--- config.mk ---
export PLATFORM = sky130hd
export DESIGN_NAME = waveform_min_max_decimator_core
export DESIGN_NICKNAME = d
export VERILOG_FILES = /design/src/hw/rtl/wmmd_pkg.sv /design/src/hw/rtl/wmmd_in_reg.sv /design/src/hw/rtl/wmmd_column_unit.sv /design/src/hw/rtl/wmmd_out_reg.sv /design/src/hw/rtl/waveform_min_max_decimator_core.sv
export SDC_FILE = /design/constraint.sdc
export NUM_CORES = 1
export LEC_CHECK = 0
export BUFFER_PORTS_ARGS = -buffer_cell sky130_fd_sc_hd__buf_2
export CAP_MARGIN = 20
export CORE_ASPECT_RATIO = 0.8
export CORE_MARGIN = 2
export CORE_UTILIZATION = 67
export DETAILED_ROUTE_END_ITERATION = 8
export PLACE_DENSITY = 0.88
export SLEW_MARGIN = 5
export SYNTH_ARGS = -nofsm -noshare
export SYNTH_HDL_FRONTEND = slang
export SYNTH_HIERARCHICAL = 1
export SYNTH_SLANG_ARGS = --single-unit
--- constraint.sdc ---
create_clock -name clk_i -period 9.7 [get_ports clk_i]
set_input_delay 2.91 -clock clk_i [delete_from_list [all_inputs] [get_ports clk_i]]
set_output_delay 2.91 -clock clk_i [all_outputs]
set_load 0.01 [all_outputs]
--- src/hw/rtl/wmmd_pkg.sv ---
package wmmd_pkg;

  localparam int SAMPLE_BITS    = 24;
  localparam int COLUMN_BITS    = 16;
  localparam int PMAX_BITS      = SAMPLE_BITS - 1;
  localparam int FRAME_BITS     = 48;
  localparam int ACC_BITS       = 48;
  localparam int FRAC_BITS      = 16;
  localparam int SPP_BITS       = 32;
  localparam int OFFSET_BITS    = 40;
  localparam int CFG_DATA_BITS  = 40;
  localparam int CFG_INDEX_BITS = 2;

  localparam int IN_DATA_BITS   = ((SAMPLE_BITS + 7) / 8) * 8;
  localparam int OUT_FIELD_BITS = COLUMN_BITS + SAMPLE_BITS + PMAX_BITS;
  localparam int OUT_DATA_BITS  = ((OUT_FIELD_BITS + 7) / 8) * 8;

  localparam logic [SPP_BITS-1:0]   SPP_ONE   = 32'h0001_0000;
  localparam logic [SPP_BITS-1:0]   SPP_RESET = 32'h0400_0000;
  localparam logic [FRAME_BITS-1:0] FRAME_MAX = '1;

  typedef enum logic [CFG_INDEX_BITS-1:0] {
    CFG_SPP    = 2'd0,
    CFG_OFFSET = 2'd1,
    CFG_COUNT  = 2'd2
  } cfg_index_e;

  typedef enum logic {
    CMD_SAMPLE = 1'b0,
    CMD_FLUSH  = 1'b1
  } command_e;

  typedef struct packed {
    command_e                      command;
    logic signed [SAMPLE_BITS-1:0] sample;
  } item_t;

  typedef struct packed {
    logic [COLUMN_BITS-1:0]        column_index;
    logic signed [SAMPLE_BITS-1:0] peak_min;
    logic [PMAX_BITS-1:0]          peak_max;
  } result_t;

  typedef struct packed {
    logic    emit;
    result_t result;
  } col_out_t;

endpackage

--- src/hw/rtl/wmmd_in_reg.sv ---
module wmmd_in_reg (
  input  logic            clk_i,
  input  logic            rst_ni,
  input  logic            s_valid_i,
  output logic            s_ready_o,
  input  wmmd_pkg::item_t item_i,
  input  logic            take_i,
  output logic            valid_o,
  output wmmd_pkg::item_t item_o
);
  import wmmd_pkg::*;

  logic  valid_q, valid_d;
  item_t item_q;
  logic  load;

  assign s_ready_o = !valid_q || take_i;
  assign load      = s_valid_i && s_ready_o;

  always_comb begin
    valid_d = valid_q;
    if (load) begin
      valid_d = 1'b1;
    end else if (take_i) begin
      valid_d = 1'b0;
    end
  end

  always_ff @(posedge clk_i or negedge rst_ni) begin
    if (!rst_ni) begin
      valid_q <= 1'b0;
    end else begin
      valid_q <= valid_d;
    end
  end

  always_ff @(posedge clk_i) begin
    if (load) begin
      item_q <= item_i;
    end
  end

  assign valid_o = valid_q;
  assign item_o  = item_q;

endmodule

--- src/hw/rtl/wmmd_column_unit.sv ---
module wmmd_column_unit (
  input  logic                                clk_i,
  input  logic                                rst_ni,
  input  logic                                cfg_we_i,
  input  logic [wmmd_pkg::CFG_INDEX_BITS-1:0] cfg_index_i,
  input  logic [wmmd_pkg::CFG_DATA_BITS-1:0]  cfg_data_i,
  input  logic                                take_i,
  input  wmmd_pkg::item_t                     item_i,
  output wmmd_pkg::col_out_t                  col_o
);
  import wmmd_pkg::*;

  logic [SPP_BITS-1:0]           step_q, step_d;
  logic [OFFSET_BITS-1:0]        offset_q, offset_d;
  logic [COLUMN_BITS-1:0]        count_q, count_d;
  logic [FRAME_BITS-1:0]         frame_q, frame_d;
  logic [FRAME_BITS-1:0]         rel_q, rel_d;
  logic [COLUMN_BITS-1:0]        column_q, column_d;
  logic [ACC_BITS-1:0]           acc_q, acc_d;
  logic signed [SAMPLE_BITS-1:0] min_q, min_d;
  logic signed [SAMPLE_BITS-1:0] max_q, max_d;
  logic                          has_q, has_d;

  logic                          past, in_range, hit, upd, cfg_known;
  logic [COLUMN_BITS-1:0]        column_inc;
  logic [SPP_BITS-1:0]           cfg_step;
  logic signed [SAMPLE_BITS-1:0] base_min, base_max;

  // rel_q tracks frame_q - offset_q once the offset is reached, so the
  // boundary test needs no subtraction in this path.
  assign past       = frame_q >= FRAME_BITS'(offset_q);
  assign in_range   = column_q < count_q;
  assign hit        = rel_q >= FRAME_BITS'(acc_q[ACC_BITS-1:FRAC_BITS]);
  assign column_inc = column_q + COLUMN_BITS'(1);
  assign cfg_step   = (cfg_data_i[SPP_BITS-1:0] < SPP_ONE) ? SPP_ONE
                                                           : cfg_data_i[SPP_BITS-1:0];

  always_comb begin
    step_d    = step_q;
    offset_d  = offset_q;
    count_d   = count_q;
    frame_d   = frame_q;
    rel_d     = rel_q;
    column_d  = column_q;
    acc_d     = acc_q;
    min_d     = min_q;
    max_d     = max_q;
    has_d     = has_q;
    upd       = 1'b0;
    cfg_known = 1'b0;
    base_min  = min_q;
    base_max  = max_q;

    col_o.emit                = 1'b0;
    col_o.result.column_index = column_q;
    col_o.result.peak_min     = min_q;
    col_o.result.peak_max     = max_q[PMAX_BITS-1:0];

    if (cfg_we_i) begin
      unique case (cfg_index_e'(cfg_index_i))
        CFG_SPP: begin
          step_d    = cfg_step;
          cfg_known = 1'b1;
        end
        CFG_OFFSET: begin
          offset_d  = cfg_data_i[OFFSET_BITS-1:0];
          cfg_known = 1'b1;
        end
        CFG_COUNT: begin
          count_d   = cfg_data_i[COLUMN_BITS-1:0];
          cfg_known = 1'b1;
        end
        default: begin
          cfg_known = 1'b0;
        end
      endcase
      // A write to any of the three known register indices rearms and drops the open column.
      if (cfg_known) begin
        frame_d  = '0;
        rel_d    = '0;
        column_d = '0;
        acc_d    = ACC_BITS'(step_d);
        min_d    = '0;
        max_d    = '0;
        has_d    = 1'b0;
      end
    end else if (take_i) begin
      if (item_i.command == CMD_FLUSH) begin
        col_o.emit = has_q && in_range;
        frame_d    = '0;
        rel_d      = '0;
        column_d   = '0;
        acc_d      = ACC_BITS'(step_q);
        min_d      = '0;
        max_d      = '0;
        has_d      = 1'b0;
      end else begin
        if (frame_q != FRAME_MAX) begin
          frame_d = frame_q + FRAME_BITS'(1);
          rel_d   = past ? rel_q + FRAME_BITS'(1) : '0;
        end
        if (in_range && past) begin
          upd = 1'b1;
          if (hit) begin
            col_o.emit = has_q;
            column_d   = column_inc;
            acc_d      = acc_q + ACC_BITS'(step_q);
            base_min   = '0;
            base_max   = '0;
            min_d      = '0;
            max_d      = '0;
            has_d      = 1'b0;
            upd        = column_inc < count_q;
          end
          if (upd) begin
            min_d = (item_i.sample < base_min) ? item_i.sample : base_min;
            max_d = (item_i.sample > base_max) ? item_i.sample : base_max;
            has_d = 1'b1;
          end
        end
      end
    end
  end

  always_ff @(posedge clk_i or negedge rst_ni) begin
    if (!rst_ni) begin
      step_q   <= SPP_RESET;
      offset_q <= '0;
      count_q  <= '0;
      frame_q  <= '0;
      rel_q    <= '0;
      column_q <= '0;
      acc_q    <= ACC_BITS'(SPP_RESET);
      min_q    <= '0;
      max_q    <= '0;
      has_q    <= 1'b0;
    end else begin
      step_q   <= step_d;
      offset_q <= offset_d;
      count_q  <= count_d;
      frame_q  <= frame_d;
      rel_q    <= rel_d;
      column_q <= column_d;
      acc_q    <= acc_d;
      min_q    <= min_d;
      max_q    <= max_d;
      has_q    <= has_d;
    end
  end

endmodule

--- src/hw/rtl/wmmd_out_reg.sv ---
module wmmd_out_reg (
  input  logic               clk_i,
  input  logic               rst_ni,
  input  logic               take_i,
  input  wmmd_pkg::col_out_t col_i,
  input  logic               m_ready_i,
  output logic               m_valid_o,
  output logic               free_o,
  output wmmd_pkg::result_t  result_o
);
  import wmmd_pkg::*;

  logic    valid_q, valid_d;
  result_t result_q;
  logic    load;

  assign free_o = !valid_q || m_ready_i;
  assign load   = take_i && col_i.emit;

  always_comb begin
    valid_d = valid_q;
    if (load) begin
      valid_d = 1'b1;
    end else if (m_ready_i) begin
      valid_d = 1'b0;
    end
  end

  always_ff @(posedge clk_i or negedge rst_ni) begin
    if (!rst_ni) begin
      valid_q <= 1'b0;
    end else begin
      valid_q <= valid_d;
    end
  end

  always_ff @(posedge clk_i) begin
    if (load) begin
      result_q <= col_i.result;
    end
  end

  assign m_valid_o = valid_q;
  assign result_o  = result_q;

endmodule

--- src/hw/rtl/waveform_min_max_decimator_core.sv ---
// Each accepted request is held in the input register; the result register loads from it once
// it is free, and the master side takes the result from the result register.
// Throughput: one request per cycle; each one passes the input register, then the column
// compare, accumulate and min/max update, which loads any result into the result register.
// A result stalled on the master side holds the next request in the input register.
// Reset: rst_ni is asynchronous and active low; it empties both registers and sets 1024.0
module waveform_min_max_decimator_core (
  input  logic                                clk_i,
  input  logic                                rst_ni,
  input  logic                                s_axis_tvalid,
  output logic                                s_axis_tready,
  // sample
  input  logic [wmmd_pkg::IN_DATA_BITS-1:0]   s_axis_tdata,
  // command
  input  logic                                s_axis_tuser,
  output logic                                m_axis_tvalid,
  input  logic                                m_axis_tready,
  // column_index, peak_min, peak_max, zero padding
  output logic [wmmd_pkg::OUT_DATA_BITS-1:0]  m_axis_tdata,
  input  logic                                cfg_we_i,
  input  logic [wmmd_pkg::CFG_INDEX_BITS-1:0] cfg_index_i,
  input  logic [wmmd_pkg::CFG_DATA_BITS-1:0]  cfg_data_i
);
  // samples per column, offset zero and zero columns, with the column tracking rearmed.
  import wmmd_pkg::*;

  item_t    in_item, held_item;
  logic     held_valid, out_free, take;
  col_out_t col;
  result_t  result;

  assign in_item.command = command_e'(s_axis_tuser);
  assign in_item.sample  = s_axis_tdata[SAMPLE_BITS-1:0];

  // The held request is processed whenever the result register can take a result.
  assign take = held_valid && out_free;

  wmmd_in_reg u_in_reg (
    .clk_i     (clk_i),
    .rst_ni    (rst_ni),
    .s_valid_i (s_axis_tvalid),
    .s_ready_o (s_axis_tready),
    .item_i    (in_item),
    .take_i    (take),
    .valid_o   (held_valid),
    .item_o    (held_item)
  );

  wmmd_column_unit u_column_unit (
    .clk_i       (clk_i),
    .rst_ni      (rst_ni),
    .cfg_we_i    (cfg_we_i),
    .cfg_index_i (cfg_index_i),
    .cfg_data_i  (cfg_data_i),
    .take_i      (take),
    .item_i      (held_item),
    .col_o       (col)
  );

  wmmd_out_reg u_out_reg (
    .clk_i     (clk_i),
    .rst_ni    (rst_ni),
    .take_i    (take),
    .col_i     (col),
    .m_ready_i (m_axis_tready),
    .m_valid_o (m_axis_tvalid),
    .free_o    (out_free),
    .result_o  (result)
  );

  assign m_axis_tdata = OUT_DATA_BITS'({result.peak_max, result.peak_min,
                                        result.column_index});

endmodule

# ---- Word-level counts from Yosys, hierarchy flattened
# Index checks and enable logic that the tools add are counted.
dict set report totals {
  in_bits 72
  elab_cells 126
  regBits 387
  output_inout_bits 66
}
dict set report classes {
  n_eq_ne 4
  n_mux 70
  order_cmp 7
  n_reduce_logical 24
  add_sub_neg 4
}
# op count
set op_table {}
lappend op_table {{$mux 48} 16}
lappend op_table {{$mux 24} 23}
lappend op_table {{$add 48x1->48 const B} 2}
lappend op_table {{$mux 16} 6}
lappend op_table {{$mux 32} 2}
lappend op_table {{$add 48x32->48} 1}
lappend op_table {{$ge 48x32->1} 1}
lappend op_table {{$ge 48x40->1} 1}
lappend op_table {{$ne 48x48->1 const B} 1}
lappend op_table {{$lt 16x16->1} 2}
lappend op_table {{$lt 32x17->1 const B} 1}
lappend op_table {{$gt 24x24->1} 1}
lappend op_table {{$lt 24x24->1} 1}
lappend op_table {{$mux 1} 23}
lappend op_table {{$add 16x1->16 const B} 1}
lappend op_table {{$reduce_bool 3->1} 3}
lappend op_table {{$reduce_and 4->1} 2}
lappend op_table {{$reduce_and 3->1} 2}
lappend op_table {{$reduce_bool 2->1} 3}
lappend op_table {{$logic_and 1x1->1} 5}
lappend op_table {{$reduce_and 2->1} 2}
lappend op_table {{$reduce_bool 4->1} 1}
lappend op_table {{$reduce_or 3->1} 1}
lappend op_table {{$eq 2x1->1 const B} 1}
lappend op_table {{other kinds (5)} 7}

# ---- Depth between registers and ports, before layout
# Gate-level depths: netlist of the first run.
dict set report depth {
  word_depth 13
  mapped_depth 21
  ltp_nobuf 18
}

# ---- Modules after synthesis
# The synthesis of the first run kept the hierarchy.
# module cells_each seq_area_each_um2 area_per_inst_um2 n_inst
set by_module_without_submodules {}
lappend by_module_without_submodules {wmmd_column_unit 2135 7434.6 19543.7 1}
lappend by_module_without_submodules {wmmd_out_reg 68 1916.8 1944.4 1}
lappend by_module_without_submodules {wmmd_in_reg 29 775.7 804.5 1}
lappend by_module_without_submodules {waveform_min_max_decimator_core 3 0.0 17.5 1}

# ---- Worst setup path after synthesis of the first run
# OpenSTA, ideal clock, no wires.
dict set report synth_timing {
  path_type {input-to-output}
  from {input port m_axis_tready}
  to {output port s_axis_tready}
  required_ps 6790
  n_path_buf 0
  setup_slack_ps 3441
  arrival_time_ps 3349
  cell_stages 3
  path_cell_list {nand2b_4 and2_1 nand2b_4}
}
dict set report synth_via {
  elab_chain_len 3
}
# item line_no
set synth_lines {}
lappend synth_lines {{start, declared} waveform_min_max_decimator_core.sv:17} ;# input logic m_axis_tready,
lappend synth_lines {{$logic_or 1x1->1} wmmd_out_reg.sv:17} ;# assign free_o = !valid_q || m_ready_i;
lappend synth_lines {{$logic_and 1x1->1} waveform_min_max_decimator_core.sv:36} ;# assign take = held_valid && out_free;
lappend synth_lines {{net take} waveform_min_max_decimator_core.sv:28} ;# logic held_valid, out_free, take;
lappend synth_lines {{$logic_or 1x1->1} wmmd_in_reg.sv:17} ;# assign s_ready_o = !valid_q || take_i;
lappend synth_lines {{end, declared} waveform_min_max_decimator_core.sv:11} ;# output logic s_axis_tready,
# The timed path passes the listed nets, and every way through them passes these cells.

# ---- Worst setup path in the final report of the first run
dict set report layout_timing {
  from {input port m_axis_tready}
  to {output port s_axis_tready}
}
dict set report layout_via {
  elab_chain_len 3
}
# item line_no
set layout_lines {}
lappend layout_lines {{$logic_or 1x1->1} wmmd_out_reg.sv:17}
lappend layout_lines {{net out_free} waveform_min_max_decimator_core.sv:28}
lappend layout_lines {{$logic_and 1x1->1} waveform_min_max_decimator_core.sv:36}
lappend layout_lines {{net take} waveform_min_max_decimator_core.sv:28}
lappend layout_lines {{$logic_or 1x1->1} wmmd_in_reg.sv:17}
# The timed path passes the listed nets, and every way through them passes these cells.

==> metrics.md, run 1 <==
| Metric | Value |
|---|---|
| Outcome | finished, final reports clean |
| Hold Fails Final Rpt | 0 |
| Area delta synth->final | 9.98% |
| Met3 WL | 5.62 mm |
| Library cells used by synthesis | between 80 and 90 |
| # rows | 59 |
| Post-synthesis net count | between 2,000 and 2,500 |
| Worst path max stage delay | a little under 300 ps |
| Cell accounting for the most synthesized area | dfrtp_1 |
| Post-synth ARST share | 0.773 |
| Worst-Margin Slew | approximately 1000 ps |
| Post-route antenna net violation count | 0 |
| Post-synth EDFFs | between 80 and 90 |
| Clk root buf | clkbuf_16 |
| Crit end category | output pin |
| Vias | about 19,000 |
| Pre-Repair DR Iteration Count | 6 |
| Leak | between 10 and 15 nW |
| Die area | 0.0348 mm² |
| PortBufs | between 100 and 150 |
| Global Route Usage Sum | 0.342 |
| Worst hold path type | flip-flop to flip-flop |
| CTS resizes | 0 |
| Met2 wire len | ~27 mm |
| CP bufs+invs | 2 |
| First DRT Iteration DRCs | 1,908 |
| Top FF cell, synth | dfrtp_1 |
| Clk Latency, worst-skew pair | roughly 540 ps |
| Setup TNS | 0 ps |
| IO Pins | ~140 |
| DP Area | about 0.023 mm² |
| First-pass GRT wire length | 96.8 mm |
| Worst EP arrival | around 3700 ps |
| Post-route clock skew | 17.8 ps |
| Avg Cell Area, Syn | 9.98 µm² |
| Fin cells | about 2,800 |
| Largest net degree at the start of global routing | 98 |
| Placer Congestion | 0.933 |
| Register area share after synthesis | 0.454 |
| Synth Cell Area | ~0.022 mm² |
| Kind of critical path | primary input to output pin |
| TritonCTS Buffers | 39 |
| Vias in the first global route | 18,400 |
| Multi-input gate area | between 0.01 and 0.015 mm² |
| Die Wd | 208 µm |
| Ratio of cells with drive above 1 in the final layout | 0.138 |
| Crit path max-delay family | simple AND/OR/NAND/NOR gates |
| Synth area leaders | dfrtp_1 (33%), edfxtp_1 (12%), ha_1 (10%), nand2_1 (3.9%), mux2_2 (3.6%) |
| Tmin final | between 6000 and 7000 ps |
| # diodes | 0 |
| Slowest-stage cell, CP | and2_1 |
| Clk sink count | 387 |
| Max-Cap Viols | 0 |
| CORE AREA | 0.0326 mm² |
| Final setup vio count | 0 |
| Synth warnings | 6 |
| Syn Inst Count | 2,235 |
| DRC viols | 0 |
| Max FO, Critical Path | 4 |
| Clock Path Buffers | 3 |
| Sequential Area | slightly above 0.01 mm² |
| Worst setup SP type | primary input |
| Fin util | 0.752 |
| Hold-fix buffer count after cts | 0 |
| WL final | between 50 and 60 mm |
| Share of the synthesized area in the top cell type | 0.333 |
| CP required | 6790 ps |
| Fill cells | approximately 2,100 |
| CTS tree | done |
| Pins Over Slew Limit | 0 |
| Pwr Density | 190 mW/mm² |
| GRT overflow | 0 |
| Critical-path cell list | buf_2 -> nand2b_4 -> and2_1 -> nand2b_4 -> buf_2 |
| H-tree depth | 2 |
| DR vias/cell | 6.70 |
| M1 WL | 24.5 mm |
| RSZ-0062 raised after global routing | false |
| Antenna violations before repair | 2 |
| Worst VDD drop | about 0.17 mV |
| Setup Buffers After CTS | 0 |
| Initial Util | 0.684 |
| Chip height | between 150 and 200 µm |
| Achievable frequency | between 150 and 200 MHz |
| Period Utilization, post-route | 0.684 |
| Placed insts | about 2,700 |
| WL/cell | ~21 µm |
| Nets | between 2,000 and 3,000 |
| Post-synthesis register bit count | 387 |
| DR top layer | met5 |
| Reg clk slew, reported paths | about 60 ps |
| Final Instance Area | around 0.025 mm² |
| Slew margin rel. | 0.307 |
| Hpwl dp | roughly 41 mm |
layout make-up:
class                      instances  share of cell area
inverter                         131              0.0200
timing repair buffer             159              0.0363
clock buffer                      51              0.0445
sequential                       387               0.413
multi-input combinational       1604               0.457
clock inverter                    17             0.00795
tap                              427              0.0218
logic make-up after synthesis:
group | Yosys count | synth area share
flip-flops | 387 | 0.454
adder cells (fa/ha/maj) | 185 | 0.104
multiplexers | 83 | 0.0413
buffers and inverters | 244 | 0.0456
XOR/XNOR | 66 | 0.0259
AO/OA/AOI/OAI | 581 | 0.175
AND/OR/NAND/NOR | 688 | 0.154
other | 1 | 0.000168
power by group:
| group | internal [mW] | switching [mW] | total, mW |
|---|---|---|---|
| Clock | 0.901 | 0.644 | 1.55 |
| Combinational | 0.468 | 0.699 | 1.17 |
| Sequential | 1.83 | 0.132 | 1.96 |
| Total | 3.20 | 1.47 | 4.67 |
registers in the layout, summed over array words and instances, names as in the netlist:
register and flops:
u_out_reg/result_o 63, u_column_unit/acc_q 48, u_column_unit/frame_q 48, u_column_unit/rel_q 48, u_column_unit/offset_q 40, u_column_unit/step_q 32, u_in_reg/item_o 25, u_column_unit/max_q 24
u_column_unit/min_q 24, u_column_unit/column_q 16, u_column_unit/count_q 16, u_column_unit/has_q 1, u_in_reg/valid_o 1, u_out_reg/m_valid_o 1
worst register-to-register path: stages (launching register included):
cell	delay (ps)
dfrtp_1	430
inv_1	70
ha_1	280
nand2b_1	130
a2111oi_0	490
or4_1	210
a31oi_1	150
nor3_4	230
buf_4	500
nand2_1	130
ha_1	320
a21o_1	190
a21o_1	200
a2111oi_0	570
o311a_1	280
o21ai_0	180
or4b_1	540
nand3_1	160
a21bo_2	560
a22o_1	300
synth_stat cells (20+ instances only):
| cell type | n |
|---|---|
| dfrtp_1 | 297 |
| nand2_1 | 231 |
| ha_1 | 184 |
| inv_1 | 131 |
| a21oi_1 | 128 |
| o21ai_0 | 128 |
| nor2_1 | 120 |
| edfxtp_1 | 88 |
| nand3_1 | 76 |
| clkbuf_1 | 72 |
| mux2_2 | 71 |
| a22o_1 | 66 |
| o31ai_1 | 57 |
| nand4_1 | 55 |
| and3_1 | 49 |
| a21o_1 | 37 |
| xnor2_1 | 35 |
| xor2_1 | 31 |
| or3_1 | 26 |
| buf_4 | 24 |
| nor3_1 | 20 |
per-layer routing:
layer | vias up | GRT usage
met5 | - | 0
met4 | 2 | 0.117
met3 | 156 | 0.0580
met2 | 1031 | 0.538
met1 | 9016 | 0.485
li1 | 8401 | -
path summary, 6_finish.rpt:
path / startpoint / endpoint / slack [ps] / cells after the start
setup / recovery: m_axis_tready / s_axis_tready / 3070 / 5
hold / removal: u_column_unit/min_q[9] / u_out_reg/result_o[32] / 480 / 0
setup reg to reg: u_column_unit/rel_q[0] / u_column_unit/max_q[0] / 3700 / 19
hold reg to reg: u_column_unit/min_q[9] / u_out_reg/result_o[32] / 480 / 0
max in group asynchronous: rst_ni / u_column_unit/frame_q[30] / 5940 / 2
min in group asynchronous: rst_ni / u_column_unit/column_q[4] / 2400 / 1
per-stage QoR:
stage	power, mW	setup slack [ps]	hold slack, ps
final	4.67	3070	481
after global routing	4.89	3070	493
after CTS	4.64	3130	481
after detailed placement	3.10	3140	462
after global placement	3.03	3160	462
after floorplan	2.79	3440	447
cells in the final DEF (no fill, tap or decap), types with 66 or more instances in the layout:
cell and n:
ha_1 184, inv_1 130, a22o_1 66, o21ai_0 128, nand2_1 231, buf_2 135
nand3_1 76, dfrtp_1 297, mux2_2 71, a21oi_1 128, nor2_1 118, edfxtp_1 88
Power figures use the tool's default switching activity.
==> run 2, diff against run 1 <==
ABC_AREA = 1   (was not set)
CORE_UTILIZATION = 56   (was 67)
PLACE_DENSITY = 0.78   (was 0.88)
clock period = 6.1 ns   (was 9.7 ns; I/O delays follow)
==> run 2 against run 1 <==
Net effect: sequential power grew 68%; cell area grew 8.2%; non-clock buffer count grew 3; power grew 88%; final cell count grew 33%; setup slack lost 2300 ps; clock power grew 74%; clock skew grew 1.1 ps; global-route usage shrank 2.8 points; synthesized cell count grew 35%; via count grew 20%; critical path type is now flip-flop to flip-flop.
==> metrics.md, run 2 <==
| Metric | Value |
|---|---|
| Outcome | finished, final reports clean |
| Crit end category | flip-flop |
| Commonest cells post-synth | nand2_1 (670), inv_1 (375), dfrtp_1 (297) |
| Max FFs per register | 63 |
| Commonest non-fill, non-tap cell in the layout | nand2_1 |
| First DRT Iteration DRCs | roughly 2,800 |
| GRT overflow | 0 |
| Post-route clock skew | approximately 19 ps |
| Worst EP arrival | 5810 ps |
| Die Wd | 236 µm |
| # diodes | 0 |
| Total power | about 9 mW |
| Die area | ~0.045 mm² |
| Post-route antenna net violation count | 0 |
| Tmin final | between 5000 and 6000 ps |
| H-tree depth | 2 |
| # rows | 67 |
| Clk root buf | clkbuf_16 |
| Setup TNS | 0 ps |
| Post-synth ARST share | 0.773 |
| Pre-Repair DR Iteration Count | 6 |
| Vias in the first global route | 20,900 |
| Placer Congestion | between 0.9 and 1 |
| Post-synth EDFFs | 88 |
| Synth warnings | 6 |
| Share of the synthesized area in the top cell type | 0.309 |
| Max-Cap Viols | 0 |
| Global Route Usage Sum | 0.314 |
| TritonCTS Buffers | 42 |
| Hold Fails Final Rpt | 0 |
| Post-synthesis net count | 3,283 |
| Kind of critical path | flip-flop to flip-flop |
| Pwr Density | roughly 330 mW/mm² |
| RSZ-0062 raised after global routing | false |
| Fin util | 0.630 |
| Worst hold path type | flip-flop to flip-flop |
| Hold_ws | 481 ps |
| Initial Util | 0.571 |
| Synth Cell Area | around 0.024 mm² |
| IO Pins | roughly 140 |
| Library cells used by synthesis | slightly above 60 |
| Hold-fix buffer count after cts | 0 |
| Register area share after synthesis | 0.421 |
| CTS tree | done |
| Period Utilization, post-route | 0.876 |
| Top FF cell, synth | dfrtp_1 |
| Clock Path Buffers | 3 |
| Vias | about 22,000 |
| Ratio of cells with drive above 1 in the final layout | 0.0872 |
| Register share of total power | 0.376 |
| WL/cell | 19.2 µm |
| Fraction of power consumed by the clock network | 0.306 |
| Nets | approximately 3,400 |
| Clk Latency, worst-skew pair | just under 600 ps |
| Max FO, Critical Path | 32 |
| Final setup vio count | 0 |
| Setup Buffers After CTS | 0 |
| Slew margin rel. | 0.329 |
| PortBufs | between 100 and 150 |
| First-pass GRT wire length | around 110 mm |
| Reg clk slew, reported paths | about 70 ps |
| DRC viols | 0 |
| Comb power frac | 0.319 |
| Net switching fraction of the power | 0.375 |
| Int Power | roughly 5.5 mW |
| Final Instance Area | approximately 0.027 mm² |
| DP Area | 0.0251 mm² |
| Syn Inst Count | roughly 3,000 |
| Hpwl dp | roughly 52 mm |
| CP required | around 6600 ps |
| Worst VDD drop | 0.217 mV |
| CTS resizes | 0 |
| WL final | just over 70 mm |
| DR vias/cell | 6.03 |
| Most frequent cell after synthesis | nand2_1 |
| Avg Cell Area, Syn | ~8.0 µm² |
| Clk sink count | roughly 390 |
| CORE AREA | roughly 0.042 mm² |
| Net switching power | approximately 3.3 mW |
| Antenna violations before repair | 0 |
| Achievable frequency | about 190 MHz |
| Worst-Margin Slew | 998 ps |
| Cell accounting for the most synthesized area | dfrtp_1 |
| Pins Over Slew Limit | 0 |
| Largest net degree at the start of global routing | roughly 120 |
| Post-synthesis register bit count | approximately 390 |
| Most frequent cells in the layout | nand2_1 (669), inv_1 (374), dfrtp_1 (297), o21ai_0 (235), nor2_1 (209) |
| Leak | 12.4 nW |
| Synth area leaders | dfrtp_1 (31%), edfxtp_1 (11%), nand2_1 (10%), ha_1 (9.6%), inv_1 (5.8%) |
| Worst setup SP type | flip-flop |
| Chip height | 189 µm |
| Area delta synth->final | 10.2% |
==> run 2: cell count changes after synthesis, sizes merged, moves of 32 or more <==
cell,previous run,this run
nand2,232,676
inv,131,382
o21ai,137,267
nor2,120,217
a21oi,129,208
mux2,73,0
nand3,77,148
nor3,22,91
a22o,66,8
o31ai,57,3
xor2,31,78
and3,49,6
o211ai,14,49
a21o,37,5
==> run 2: cells by family after synthesis <==
group,count (synthesis),share of synthesized area
other cells,1,0.000156
flops,387,0.421
fa+ha+maj,185,0.0964
simple gates,1246,0.223
compound gates,616,0.143
xor+xnor,88,0.0320
buf+inv,503,0.0850
==> run 2: path summary, 6_finish.rpt <==
check,slack [ps],startpoint,depth (start not counted),to
hold reg to reg,480,u_column_unit/max_q[21],0,u_out_reg/result_o[21]
setup / recovery,760,u_column_unit/acc_q[26],27,u_column_unit/max_q[5]
min in group asynchronous,1280,rst_ni,1,u_column_unit/offset_q[29]
max in group asynchronous,3630,rst_ni,2,u_column_unit/step_q[13]
setup reg to reg,760,u_column_unit/acc_q[26],27,u_column_unit/max_q[5]
hold / removal,480,u_column_unit/max_q[21],0,u_out_reg/result_o[21]
==> run 2: power by group through the flow <==
stage / Sequential (mW) / Combinational [mW] / Clock, mW
6_report: 3.30 / 2.80 / 2.69
5_1_grt: 3.34 / 3.13 / 2.84
4_1_cts: 3.29 / 2.69 / 2.73
3_5_place_dp: 3.34 / 2.66 / 0
3_3_place_gp: 3.33 / 2.55 / 0
2_1_floorplan: 3.25 / 2.02 / 0
==> run 2: metal layers <==
layer  vias to the layer above  global-route usage  share of wire
li1                      10400                   -              -
met1                     10600               0.460           0.44
met2                      1135               0.466           0.43
met3                       170              0.0614          0.097
met4                         0               0.109          0.031
met5                         -                   0              0
==> run 2: final cells by class <==
class,count,area [µm²]
Clock buffer,49,1130
Clock inverter,28,310
Fill cell,3577,15600
Inverter,382,1440
Multi-Input combinational cell,2136,11900
Sequential cell,387,10100
Tap cell,552,691
Timing Repair Buffer,162,933
==> run 2: worst max-delay path, stage by stage (launching register included) <==
cell and delay (ps):
dfstp_2 540, inv_1 50, ha_1 260, nand2_1 90, inv_1 40, nand2_1 60, nand2_1 50, nand2_1 50
nand2_1 40, nor2_1 90, nand2_1 110, nand2_1 110, nand2_1 130, inv_1 690, nand2_1 170, ha_1 350
nand2_1 190, nor2_1 70, a211oi_1 500, o211ai_1 180, nand2_1 90, nand3_1 90, xnor2_1 130, nand2_1 400
buf_4 420, nand2_1 90, o211ai_1 130, nand2_1 80
==> run 2: metrics by stage <==
stage | instances | setup slack (ps)
floorplan | 3026 | 1510
global placement | 3616 | 1090
detailed placement | 3616 | 916
CTS | 3693 | 863
global route | 3696 | 427
finish | 3696 | 757
